<file path="src/rtl/pid3_pkg.sv">
// ----------------------------------------------------------------------------
// pid3_pkg
// Shared types, constants, microcode table and helpers for the three-axis PID
// controller.
// ----------------------------------------------------------------------------
package pid3_pkg;

    // Default number of control loops
    localparam int AXES_DEF = 3;

    // Field widths
    localparam int AXIS_W  = 2;
    localparam int DATA_W  = 16;
    localparam int GAIN_W  = 16;
    localparam int GAINS_W = 48;
    localparam int LIM_W   = 11;
    localparam int CFG_IDX_W = 3;

    // Datapath widths
    localparam int DIFF_W  = DATA_W + 1;      // setpoint - measurement
    localparam int MA_W    = 35;              // multiplier operand A, signed
    localparam int MB_W    = GAIN_W + 1;      // multiplier operand B, signed
    localparam int PROD_W  = MA_W + MB_W;     // 52
    localparam int INTEG_W = 32;              // integral, Q11.20
    localparam int ACC_W   = 60;              // drive sum, Q.20

    // Register indexes
    localparam logic [CFG_IDX_W-1:0] REG_KP     = 3'd0;
    localparam logic [CFG_IDX_W-1:0] REG_KI     = 3'd1;
    localparam logic [CFG_IDX_W-1:0] REG_KD     = 3'd2;
    localparam logic [CFG_IDX_W-1:0] REG_PERIOD = 3'd3;
    localparam logic [CFG_IDX_W-1:0] REG_RATE   = 3'd4;
    localparam logic [CFG_IDX_W-1:0] REG_ILIM   = 3'd5;
    localparam logic [CFG_IDX_W-1:0] REG_OLIM   = 3'd6;

    // Register reset values
    localparam logic [GAINS_W-1:0] KP_RST     = 48'h0A00_0F00_0F00;
    localparam logic [GAINS_W-1:0] KI_RST     = 48'h0005_0005_0005 << 8;
    localparam logic [GAINS_W-1:0] KD_RST     = 48'h0003_0004_0004 << 8;
    localparam logic [DATA_W-1:0]  PERIOD_RST = 16'd262;
    localparam logic [DATA_W-1:0]  RATE_RST   = 16'd250;
    localparam logic [LIM_W-1:0]   ILIM_RST   = 11'd200;
    localparam logic [LIM_W-1:0]   OLIM_RST   = 11'd800;

    // Microcode fields
    localparam int STEP_W = 3;

    localparam logic [1:0] A_ERR  = 2'd0;
    localparam logic [1:0] A_DM   = 2'd1;
    localparam logic [1:0] A_PROD = 2'd2;

    localparam logic [2:0] B_KI   = 3'd0;
    localparam logic [2:0] B_KP   = 3'd1;
    localparam logic [2:0] B_KD   = 3'd2;
    localparam logic [2:0] B_PER  = 3'd3;
    localparam logic [2:0] B_RATE = 3'd4;

    localparam logic [2:0] ALU_NOP   = 3'd0;
    localparam logic [2:0] ALU_DIFF  = 3'd1;
    localparam logic [2:0] ALU_INTEG = 3'd2;
    localparam logic [2:0] ALU_ADD   = 3'd3;
    localparam logic [2:0] ALU_SUB   = 3'd4;
    localparam logic [2:0] ALU_OUT   = 3'd5;

    localparam logic [STEP_W-1:0] STEP_OUT = 3'd7;

    // One control word
    typedef struct packed {
        logic              mul_en;
        logic [1:0]        a_sel;
        logic [2:0]        b_sel;
        logic [2:0]        alu_op;
        logic              jmp_bad;   // jump when the axis has no loop
        logic [STEP_W-1:0] jmp_tgt;
        logic              last;
    } ctrl_t;

    // Control word plus sequencer qualifiers handed to the datapath
    typedef struct packed {
        ctrl_t word;
        logic  step_en;
        logic  axis_ok;
    } dp_ctl_t;

    function automatic ctrl_t mk(input logic mul_en, input logic [1:0] a_sel,
                                 input logic [2:0] b_sel, input logic [2:0] alu_op,
                                 input logic jmp_bad, input logic last);
        ctrl_t w;
        w.mul_en  = mul_en;
        w.a_sel   = a_sel;
        w.b_sel   = b_sel;
        w.alu_op  = alu_op;
        w.jmp_bad = jmp_bad;
        w.jmp_tgt = STEP_OUT;
        w.last    = last;
        return w;
    endfunction

    // Program: one control word per step
    function automatic ctrl_t ucode(input logic [STEP_W-1:0] step);
        ctrl_t w;
        case (step)
            3'd0:    w = mk(1'b0, A_ERR,  B_KI,   ALU_DIFF,  1'b1, 1'b0);
            3'd1:    w = mk(1'b1, A_ERR,  B_KI,   ALU_NOP,   1'b0, 1'b0);
            3'd2:    w = mk(1'b1, A_PROD, B_PER,  ALU_NOP,   1'b0, 1'b0);
            3'd3:    w = mk(1'b1, A_ERR,  B_KP,   ALU_INTEG, 1'b0, 1'b0);
            3'd4:    w = mk(1'b1, A_DM,   B_RATE, ALU_ADD,   1'b0, 1'b0);
            3'd5:    w = mk(1'b1, A_PROD, B_KD,   ALU_NOP,   1'b0, 1'b0);
            3'd6:    w = mk(1'b0, A_ERR,  B_KI,   ALU_SUB,   1'b0, 1'b0);
            3'd7:    w = mk(1'b0, A_ERR,  B_KI,   ALU_OUT,   1'b0, 1'b1);
            default: w = mk(1'b0, A_ERR,  B_KI,   ALU_NOP,   1'b0, 1'b1);
        endcase
        return w;
    endfunction

    // Per-axis gain slot; axes with no slot read zero
    function automatic logic [GAIN_W-1:0] gain_sel(input logic [GAINS_W-1:0] gains,
                                                   input logic [AXIS_W-1:0] axis);
        logic [GAIN_W-1:0] g;
        case (axis)
            2'd0:    g = gains[15:0];
            2'd1:    g = gains[31:16];
            2'd2:    g = gains[47:32];
            default: g = '0;
        endcase
        return g;
    endfunction

endpackage

</file>
<file path="src/rtl/three_axis_pid_controller_top.sv">
// ----------------------------------------------------------------------------
// three_axis_pid_controller_top
// Three-axis PID controller, derivative on measurement, run by a small
// microcode program over a shared-multiplier datapath.
// ----------------------------------------------------------------------------
//  channel  | signals                              | role
//  ---------+--------------------------------------+---------------------------
//  in       | in_valid/in_ready, axis, setpoint,   | one word per control sample
//           | measurement                          |
//  out      | out_valid/out_ready, axis_out, drive | clamped drive for the axis
//  cfg      | cfg_wen, cfg_index, cfg_data         | gain/period/limit writes
//
// A word is taken at one edge and then runs eight microcode steps, one a cycle
// but for a hold at the last step, paced by the single shared multiplier (five
// products in sequence): the drive is registered as the last step ends, and the
// next word can be taken as soon as it is. A word whose axis has no loop jumps
// from the first step straight to the last. The result sits in an output
// register, so the next word is taken while it waits; the program only holds at
// its last step if the previous result has not been taken yet. Reset clears the
// integral and last-measurement stores at once and loads the default settings.
// ----------------------------------------------------------------------------
module three_axis_pid_controller_top #(
    parameter int AXES = pid3_pkg::AXES_DEF
) (
    input  logic                                clk,
    input  logic                                rst_n,
    input  logic                                in_valid,
    output logic                                in_ready,
    input  logic [pid3_pkg::AXIS_W-1:0]         axis,
    input  logic signed [pid3_pkg::DATA_W-1:0]  setpoint,
    input  logic signed [pid3_pkg::DATA_W-1:0]  measurement,
    output logic                                out_valid,
    input  logic                                out_ready,
    output logic [pid3_pkg::AXIS_W-1:0]         axis_out,
    output logic signed [pid3_pkg::DATA_W-1:0]  drive,
    input  logic                                cfg_wen,
    input  logic [pid3_pkg::CFG_IDX_W-1:0]      cfg_index,
    input  logic [pid3_pkg::GAINS_W-1:0]        cfg_data
);

    // Settings
    logic [pid3_pkg::GAINS_W-1:0] kp_reg;
    logic [pid3_pkg::GAINS_W-1:0] ki_reg;
    logic [pid3_pkg::GAINS_W-1:0] kd_reg;
    logic [pid3_pkg::DATA_W-1:0]  period_reg;
    logic [pid3_pkg::DATA_W-1:0]  rate_reg;
    logic [pid3_pkg::LIM_W-1:0]   ilim_reg;
    logic [pid3_pkg::LIM_W-1:0]   olim_reg;

    // Sequencer and held input word
    logic                                busy_reg;
    logic [pid3_pkg::STEP_W-1:0]         step_reg;
    logic [pid3_pkg::STEP_W-1:0]         step_next;
    logic [pid3_pkg::AXIS_W-1:0]         axis_reg;
    logic signed [pid3_pkg::DATA_W-1:0]  sp_reg;
    logic signed [pid3_pkg::DATA_W-1:0]  ms_reg;

    // Output register
    logic                                out_valid_reg;
    logic [pid3_pkg::AXIS_W-1:0]         axis_out_reg;
    logic signed [pid3_pkg::DATA_W-1:0]  drive_reg;

    pid3_pkg::ctrl_t                     word;
    pid3_pkg::dp_ctl_t                   ctl;
    logic                                axis_ok;
    logic                                out_free;
    logic                                finish;
    logic signed [pid3_pkg::DATA_W-1:0]  drive_res;

    assign in_ready  = !busy_reg;
    assign out_valid = out_valid_reg;
    assign axis_out  = axis_out_reg;
    assign drive     = drive_reg;

    // Microcode fetch and step control
    assign word     = pid3_pkg::ucode(step_reg);
    assign axis_ok  = (32'(axis_reg) < AXES);
    assign out_free = !out_valid_reg || out_ready;
    assign finish   = busy_reg && word.last && out_free;

    always_comb
    begin
        ctl.word    = word;
        ctl.axis_ok = axis_ok;
        ctl.step_en = busy_reg && (!word.last || out_free);
        if (word.jmp_bad && !axis_ok)
            step_next = word.jmp_tgt;
        else
            step_next = step_reg + 1'b1;
    end

    // Configuration writes
    always_ff @(posedge clk or negedge rst_n)
    begin
        if (!rst_n)
        begin
            kp_reg     <= pid3_pkg::KP_RST;
            ki_reg     <= pid3_pkg::KI_RST;
            kd_reg     <= pid3_pkg::KD_RST;
            period_reg <= pid3_pkg::PERIOD_RST;
            rate_reg   <= pid3_pkg::RATE_RST;
            ilim_reg   <= pid3_pkg::ILIM_RST;
            olim_reg   <= pid3_pkg::OLIM_RST;
        end
        else if (cfg_wen)
        begin
            case (cfg_index)
                pid3_pkg::REG_KP:     kp_reg     <= cfg_data;
                pid3_pkg::REG_KI:     ki_reg     <= cfg_data;
                pid3_pkg::REG_KD:     kd_reg     <= cfg_data;
                pid3_pkg::REG_PERIOD: period_reg <= cfg_data[pid3_pkg::DATA_W-1:0];
                pid3_pkg::REG_RATE:   rate_reg   <= cfg_data[pid3_pkg::DATA_W-1:0];
                pid3_pkg::REG_ILIM:   ilim_reg   <= cfg_data[pid3_pkg::LIM_W-1:0];
                pid3_pkg::REG_OLIM:   olim_reg   <= cfg_data[pid3_pkg::LIM_W-1:0];
                default:              ;
            endcase
        end
    end

    // Sequencer control state
    always_ff @(posedge clk or negedge rst_n)
    begin
        if (!rst_n)
        begin
            busy_reg      <= 1'b0;
            step_reg      <= '0;
            out_valid_reg <= 1'b0;
        end
        else
        begin
            if (in_valid && in_ready)
            begin
                busy_reg <= 1'b1;
                step_reg <= '0;
            end
            else if (finish)
                busy_reg <= 1'b0;
            else if (ctl.step_en)
                step_reg <= step_next;

            if (finish)
                out_valid_reg <= 1'b1;
            else if (out_ready)
                out_valid_reg <= 1'b0;
        end
    end

    // Held input word and result payload
    always_ff @(posedge clk)
    begin
        if (in_valid && in_ready)
        begin
            axis_reg <= axis;
            sp_reg   <= setpoint;
            ms_reg   <= measurement;
        end
        if (finish)
        begin
            axis_out_reg <= axis_reg;
            drive_reg    <= drive_res;
        end
    end

    pid3_dp #(
        .AXES (AXES)
    ) u_dp (
        .clk            (clk),
        .rst_n          (rst_n),
        .ctl            (ctl),
        .axis           (axis_reg),
        .setpoint       (sp_reg),
        .measurement    (ms_reg),
        .kp             (pid3_pkg::gain_sel(kp_reg, axis_reg)),
        .ki             (pid3_pkg::gain_sel(ki_reg, axis_reg)),
        .kd             (pid3_pkg::gain_sel(kd_reg, axis_reg)),
        .sample_period  (period_reg),
        .sample_rate    (rate_reg),
        .integral_limit (ilim_reg),
        .output_limit   (olim_reg),
        .drive          (drive_res)
    );

endmodule

</file>
<file path="src/rtl/pid3_dp.sv">
// ----------------------------------------------------------------------------
// pid3_dp
// PID datapath: one shared multiplier, an add/clamp unit and the per-axis
// integral and last-measurement stores, driven by the microcode word.
// ----------------------------------------------------------------------------
module pid3_dp #(
    parameter int AXES = pid3_pkg::AXES_DEF
) (
    input  logic                              clk,
    input  logic                              rst_n,
    input  pid3_pkg::dp_ctl_t                 ctl,
    input  logic [pid3_pkg::AXIS_W-1:0]       axis,
    input  logic signed [pid3_pkg::DATA_W-1:0] setpoint,
    input  logic signed [pid3_pkg::DATA_W-1:0] measurement,
    input  logic [pid3_pkg::GAIN_W-1:0]       kp,
    input  logic [pid3_pkg::GAIN_W-1:0]       ki,
    input  logic [pid3_pkg::GAIN_W-1:0]       kd,
    input  logic [pid3_pkg::DATA_W-1:0]       sample_period,
    input  logic [pid3_pkg::DATA_W-1:0]       sample_rate,
    input  logic [pid3_pkg::LIM_W-1:0]        integral_limit,
    input  logic [pid3_pkg::LIM_W-1:0]        output_limit,
    output logic signed [pid3_pkg::DATA_W-1:0] drive
);

    localparam int IDX_W = (AXES > 1) ? $clog2(AXES) : 1;

    // Per-axis state
    logic signed [pid3_pkg::INTEG_W-1:0] integ_reg [AXES];
    logic signed [pid3_pkg::DATA_W-1:0]  prev_reg  [AXES];

    // Working registers
    logic signed [pid3_pkg::DIFF_W-1:0]  err_reg;
    logic signed [pid3_pkg::DIFF_W-1:0]  dm_reg;
    logic signed [pid3_pkg::PROD_W-1:0]  prod_reg;
    logic signed [pid3_pkg::ACC_W-1:0]   acc_reg;

    logic [IDX_W-1:0]                     idx;
    logic signed [pid3_pkg::DATA_W-1:0]  prev_rd;
    logic signed [pid3_pkg::INTEG_W-1:0] integ_rd;
    logic signed [pid3_pkg::MA_W-1:0]    mul_a;
    logic signed [pid3_pkg::MB_W-1:0]    mul_b;
    logic signed [pid3_pkg::PROD_W-1:0]  mul_p;
    logic signed [44:0]                  integ_sum;
    logic signed [44:0]                  ilim;
    logic signed [pid3_pkg::INTEG_W-1:0] integ_new;
    logic signed [pid3_pkg::ACC_W-1:0]   prod_sh;
    logic signed [43:0]                  q;
    logic signed [43:0]                  olim;

    function automatic logic signed [pid3_pkg::DIFF_W-1:0] DIFF_EXT(
        input logic signed [pid3_pkg::DATA_W-1:0] v);
        return pid3_pkg::DIFF_W'(v);
    endfunction

    assign idx = IDX_W'(axis);

    // Store read, guarded for axes without a loop
    always_comb
    begin
        prev_rd  = '0;
        integ_rd = '0;
        if (ctl.axis_ok)
        begin
            prev_rd  = prev_reg[idx];
            integ_rd = integ_reg[idx];
        end
    end

    // Operand selection for the shared multiplier
    always_comb
    begin
        case (ctl.word.a_sel)
            pid3_pkg::A_ERR:  mul_a = pid3_pkg::MA_W'(err_reg);
            pid3_pkg::A_DM:   mul_a = pid3_pkg::MA_W'(dm_reg);
            pid3_pkg::A_PROD: mul_a = prod_reg[pid3_pkg::MA_W-1:0];
            default:          mul_a = '0;
        endcase
        case (ctl.word.b_sel)
            pid3_pkg::B_KI:   mul_b = {1'b0, ki};
            pid3_pkg::B_KP:   mul_b = {1'b0, kp};
            pid3_pkg::B_KD:   mul_b = {1'b0, kd};
            pid3_pkg::B_PER:  mul_b = {1'b0, sample_period};
            pid3_pkg::B_RATE: mul_b = {1'b0, sample_rate};
            default:          mul_b = '0;
        endcase
    end

    assign mul_p = mul_a * mul_b;

    // Integral update: floor of Q.28 product to Q.20, then symmetric clamp
    always_comb
    begin
        integ_sum = 45'(integ_rd) + 45'(prod_reg >>> 8);
        ilim      = $signed({14'd0, integral_limit, 20'd0});
        if (integ_sum > ilim)
            integ_new = pid3_pkg::INTEG_W'(ilim);
        else if (integ_sum < -ilim)
            integ_new = pid3_pkg::INTEG_W'(-ilim);
        else
            integ_new = integ_sum[pid3_pkg::INTEG_W-1:0];
    end

    assign prod_sh = pid3_pkg::ACC_W'(prod_reg) <<< 8;

    // Output: floor to Q.4, then symmetric clamp; zero for an axis with no loop
    always_comb
    begin
        q    = acc_reg[pid3_pkg::ACC_W-1:16];
        olim = $signed({29'd0, output_limit, 4'd0});
        if (!ctl.axis_ok)
            drive = '0;
        else if (q > olim)
            drive = pid3_pkg::DATA_W'(olim);
        else if (q < -olim)
            drive = pid3_pkg::DATA_W'(-olim);
        else
            drive = q[pid3_pkg::DATA_W-1:0];
    end

    // Working registers
    always_ff @(posedge clk)
    begin
        if (ctl.step_en)
        begin
            if (ctl.word.mul_en)
                prod_reg <= mul_p;
            case (ctl.word.alu_op)
                pid3_pkg::ALU_DIFF:
                begin
                    err_reg <= DIFF_EXT(setpoint) - DIFF_EXT(measurement);
                    dm_reg  <= DIFF_EXT(measurement) - DIFF_EXT(prev_rd);
                end
                pid3_pkg::ALU_INTEG: acc_reg <= pid3_pkg::ACC_W'(integ_new);
                pid3_pkg::ALU_ADD:   acc_reg <= acc_reg + prod_sh;
                pid3_pkg::ALU_SUB:   acc_reg <= acc_reg - prod_sh;
                default:             ;
            endcase
        end
    end

    // Per-axis stores, cleared at reset
    always_ff @(posedge clk or negedge rst_n)
    begin
        if (!rst_n)
        begin
            for (int i = 0; i < AXES; i++)
            begin
                integ_reg[i] <= '0;
                prev_reg[i]  <= '0;
            end
        end
        else if (ctl.step_en && ctl.axis_ok)
        begin
            if (ctl.word.alu_op == pid3_pkg::ALU_INTEG)
                integ_reg[idx] <= integ_new;
            if (ctl.word.alu_op == pid3_pkg::ALU_OUT)
                prev_reg[idx] <= measurement;
        end
    end

endmodule

</file>
<file path="config.mk">
export PLATFORM = sky130hd
export DESIGN_NAME = three_axis_pid_controller_top
export DESIGN_NICKNAME = d
export VERILOG_FILES = /design/src/rtl/pid3_pkg.sv /design/src/rtl/three_axis_pid_controller_top.sv /design/src/rtl/pid3_dp.sv
export SDC_FILE = /design/constraint.sdc
export NUM_CORES = 2
export LEC_CHECK = 0
export ABC_AREA = 1
export BUFFER_PORTS_ARGS = -buffer_cell sky130_fd_sc_hd__buf_4
export CORE_UTILIZATION = 45
export DETAILED_ROUTE_END_ITERATION = 10
export PLACE_DENSITY = 0.61
export SLEW_MARGIN = 10
export SYNTH_ARGS = -nofsm -noshare
export SYNTH_HDL_FRONTEND = slang
export SYNTH_SLANG_ARGS = --single-unit
</file>
<file path="constraint.sdc">
create_clock -name clk -period 23.2 [get_ports clk]
set_input_delay 4.64 -clock clk [delete_from_list [all_inputs] [get_ports clk]]
set_output_delay 4.64 -clock clk [all_outputs]
set_load 0.01 [all_outputs]
</file>
==> impl_results.md <==
* EDFF count, synth at 190
* Synthesis-stage register bit count at between 500 and 600
* Max-cap viol count at 0
* Layout Nets at approximately 7800
* Commonest non-fill, non-tap cell in the layout: nand2_1
* Worst setup SP type: flop
* Core Area at between 0.1 and 0.15 mm2
* Syn Inst Count at between 6000 and 7000
* Die H at approximately 350 um
* Routed WL per cell at 21.21 um
* Setup Crit Path Kind: reg2reg
* Critical Path RT at 23.60 ns
* Setup-failing EPs final at 0
* CTS H-Tree Depth at 3
* CTS buffer count at 66
* DRT Pass-1 Iters at 6
* PortBufs at around 110
* Final Hold Viols at 0
* Starting Density at 0.4565
* Hold Crit Class: reg2reg
* Pin slew with the least headroom to its limit at between 1 and 1.5 ns
* Final Skew at between 0.05 and 0.06 ns
* Drt total wl at between 150000 and 200000 um
* Worst-path clk slew at around 0.060 ns
* Unique masters post-synth at 65
* Remaining DRCs at 0
* Worst path buffer plus inverter count at 9
* PnR worst setup slack at ~13 ns
* Remaining global-route overflow at 0
* Final Cycle Share at 0.4356
* Register area share after synthesis at 0.2706
* Total GRT Usage at 0.2972
* CP arrival at roughly 11 ns
* Fmax at approximately 0.1 GHz
* Top delay family on crit path: adder cells
* CP Max Fanout at 28
* GP Congestion at roughly 1
* Largest net degree at the start of global routing at between 100 and 150
* Most frequent cells in the layout: 1621 x nand2_1, 1212 x inv_1, 542 x nor2_1
* Async S/R FF share, synth at 0.6462
* Core Util, Final at 0.4987
* Pre-CTS WS at around 13 ns
* Layout cells sized above 1 at 0.06471
* Mapped Nets at roughly 7700
* Post-cts gate resize count at 0
* Vias in the first global route at approximately 45000
* Die W at between 300 and 400 um
* Syn avg cell area at just under 8 um2
* Slew margin rel. at 0.1633
* Skew-Pair Late Insertion Delay at roughly 0.67 ns
* Initial antenna violation count at 11
* Status: finished, final reports clean
* I/O pin count at 110
* Hold buffers post-CTS at 0
* Site Rows at ~130
* Synth Warn # at 0
* Final slew viol count at 0
* Area Growth Syn to Fin at 9.244%
* Max reg flops at between 90 and 100
* Antenna-violating nets left at 0
* Clock Path Buffers at 3
* Global-route wire length before repair at 272000 um
* CP Capture Type: flop
* Setup bufs post-CTS at 0
* Die Outline Area at ~0.12 mm2
* DP HPWL at between 100000 and 150000 um
* Root buffer cell: clkbuf_16
* Unrepaired setup endpoints after global routing: no
* Dominant synthesized flop cell: dfrtp_1
* Critical-path top delay cell: o31ai_4
* DR iter-0 viols at roughly 3800
* TritonCTS clock tree: done
* Area of the mapped netlist at 0.05333 mm2
* Vias at ~45000
* Sink Count at around 540
* Slowest stage delay, CP at 0.95 ns
* Via density at 5.418
* Setup TNS at 0 ns
* Fin crit period at slightly above 10 ns
metrics by stage:
stage | cells | cell area [um2] | hold slack [ns]
2_1_floorplan | 6720 | 53330 | 0.4493
3_3_place_gp | 8233 | 55980 | 0.4613
4_1_cts | 8354 | 58250 | 0.4813
3_5_place_dp | 8233 | 55980 | 0.4648
5_1_grt | 8354 | 58250 | 0.4962
6_report | 8357 | 58260 | 0.4769
tightest hold or removal path: cells and delay by family (launching register included):
kind             cells  cell delay [ns]
AND/OR/NAND/NOR      2             0.11
flip-flops           1             0.34
kinds of logic after synthesis:
logic type	synth area share
AND/OR/NAND/NOR	0.2053
buffers and inverters	0.1031
AO/OA/AOI/OAI	0.1059
adder cells (fa/ha/maj)	0.2827
flip-flops	0.2706
XOR/XNOR	0.03235
cells in the mapped netlist, types with 8 or more instances:
library cell  number  area (um2)
fa_1             535       10710
o21ai_0          420        2102
nand2_2           11       68.82
o22ai_1           13       81.33
clkinv_1          23       86.33
o221ai_1          30       262.8
edfxtp_1         190        5705
nor2_4            22       247.7
nand3_1          245        1226
xnor2_1           81       709.4
a21oi_1          310        1551
a21o_1             9       67.56
nor4_1            22       137.6
nor3_1            50       250.2
a21boi_0          12       90.09
o21ai_1           41       205.2
a22o_1            17       148.9
a31oi_1           60       375.4
buf_1             15       56.30
o21bai_1          18       135.1
dfstp_2           35       919.6
o21a_1            21       157.7
inv_1           1214        4557
xor2_1           116        1016
a211oi_1          13       97.59
o211ai_1          12       90.09
nand2_1         1624        6096
clkbuf_1         155       581.8
buf_2             26       130.1
nor2_1           552        2072
ha_1             349        4367
dfrtp_1          312        7807
or2_2             17       106.4
inv_2             12       45.04
nor2_2             8       50.05
nand4_1           60       375.4
area by class of cell:
type / instances / area (um2)
inverter: 1250 / 4693
sequential: 537 / 14430
tap: 1524 / 1907
antenna: 3 / 7.507
clock buffer: 94 / 1837
clock inverter: 27 / 429.2
multi-input combinational: 4733 / 33510
timing repair buffer: 189 / 1439
fill: 11440 / 58570
layer usage:
metal,vias up,global-route usage,wire length (um)
met1,22060,0.4026,76400
li1,21300,-,-
met5,-,0,22
met3,306,0.05522,13590
met4,4,0.1010,6461
met2,1608,0.4771,80790
path summary, 6_finish.rpt:
check | startpoint | slack, ns | end | cells after the start
worst max-delay path | step_reg[0] | 13.10 | u_dp.prod_reg[45] | 34
worst min-delay path | u_dp.integ_reg[22] | 0.48 | u_dp.integ_reg[22] | 2
worst max register to register | step_reg[0] | 13.10 | u_dp.prod_reg[45] | 34
worst min register to register | u_dp.integ_reg[22] | 0.48 | u_dp.integ_reg[22] | 2
max in group asynchronous | rst_n | 16.96 | kd_reg[39] | 3
min in group asynchronous | rst_n | 3.93 | ilim_reg[0] | 1
Power is left out: the tool's default activity adds up to more than one toggle a clock period on the data nets, which glitch-free logic cannot reach.
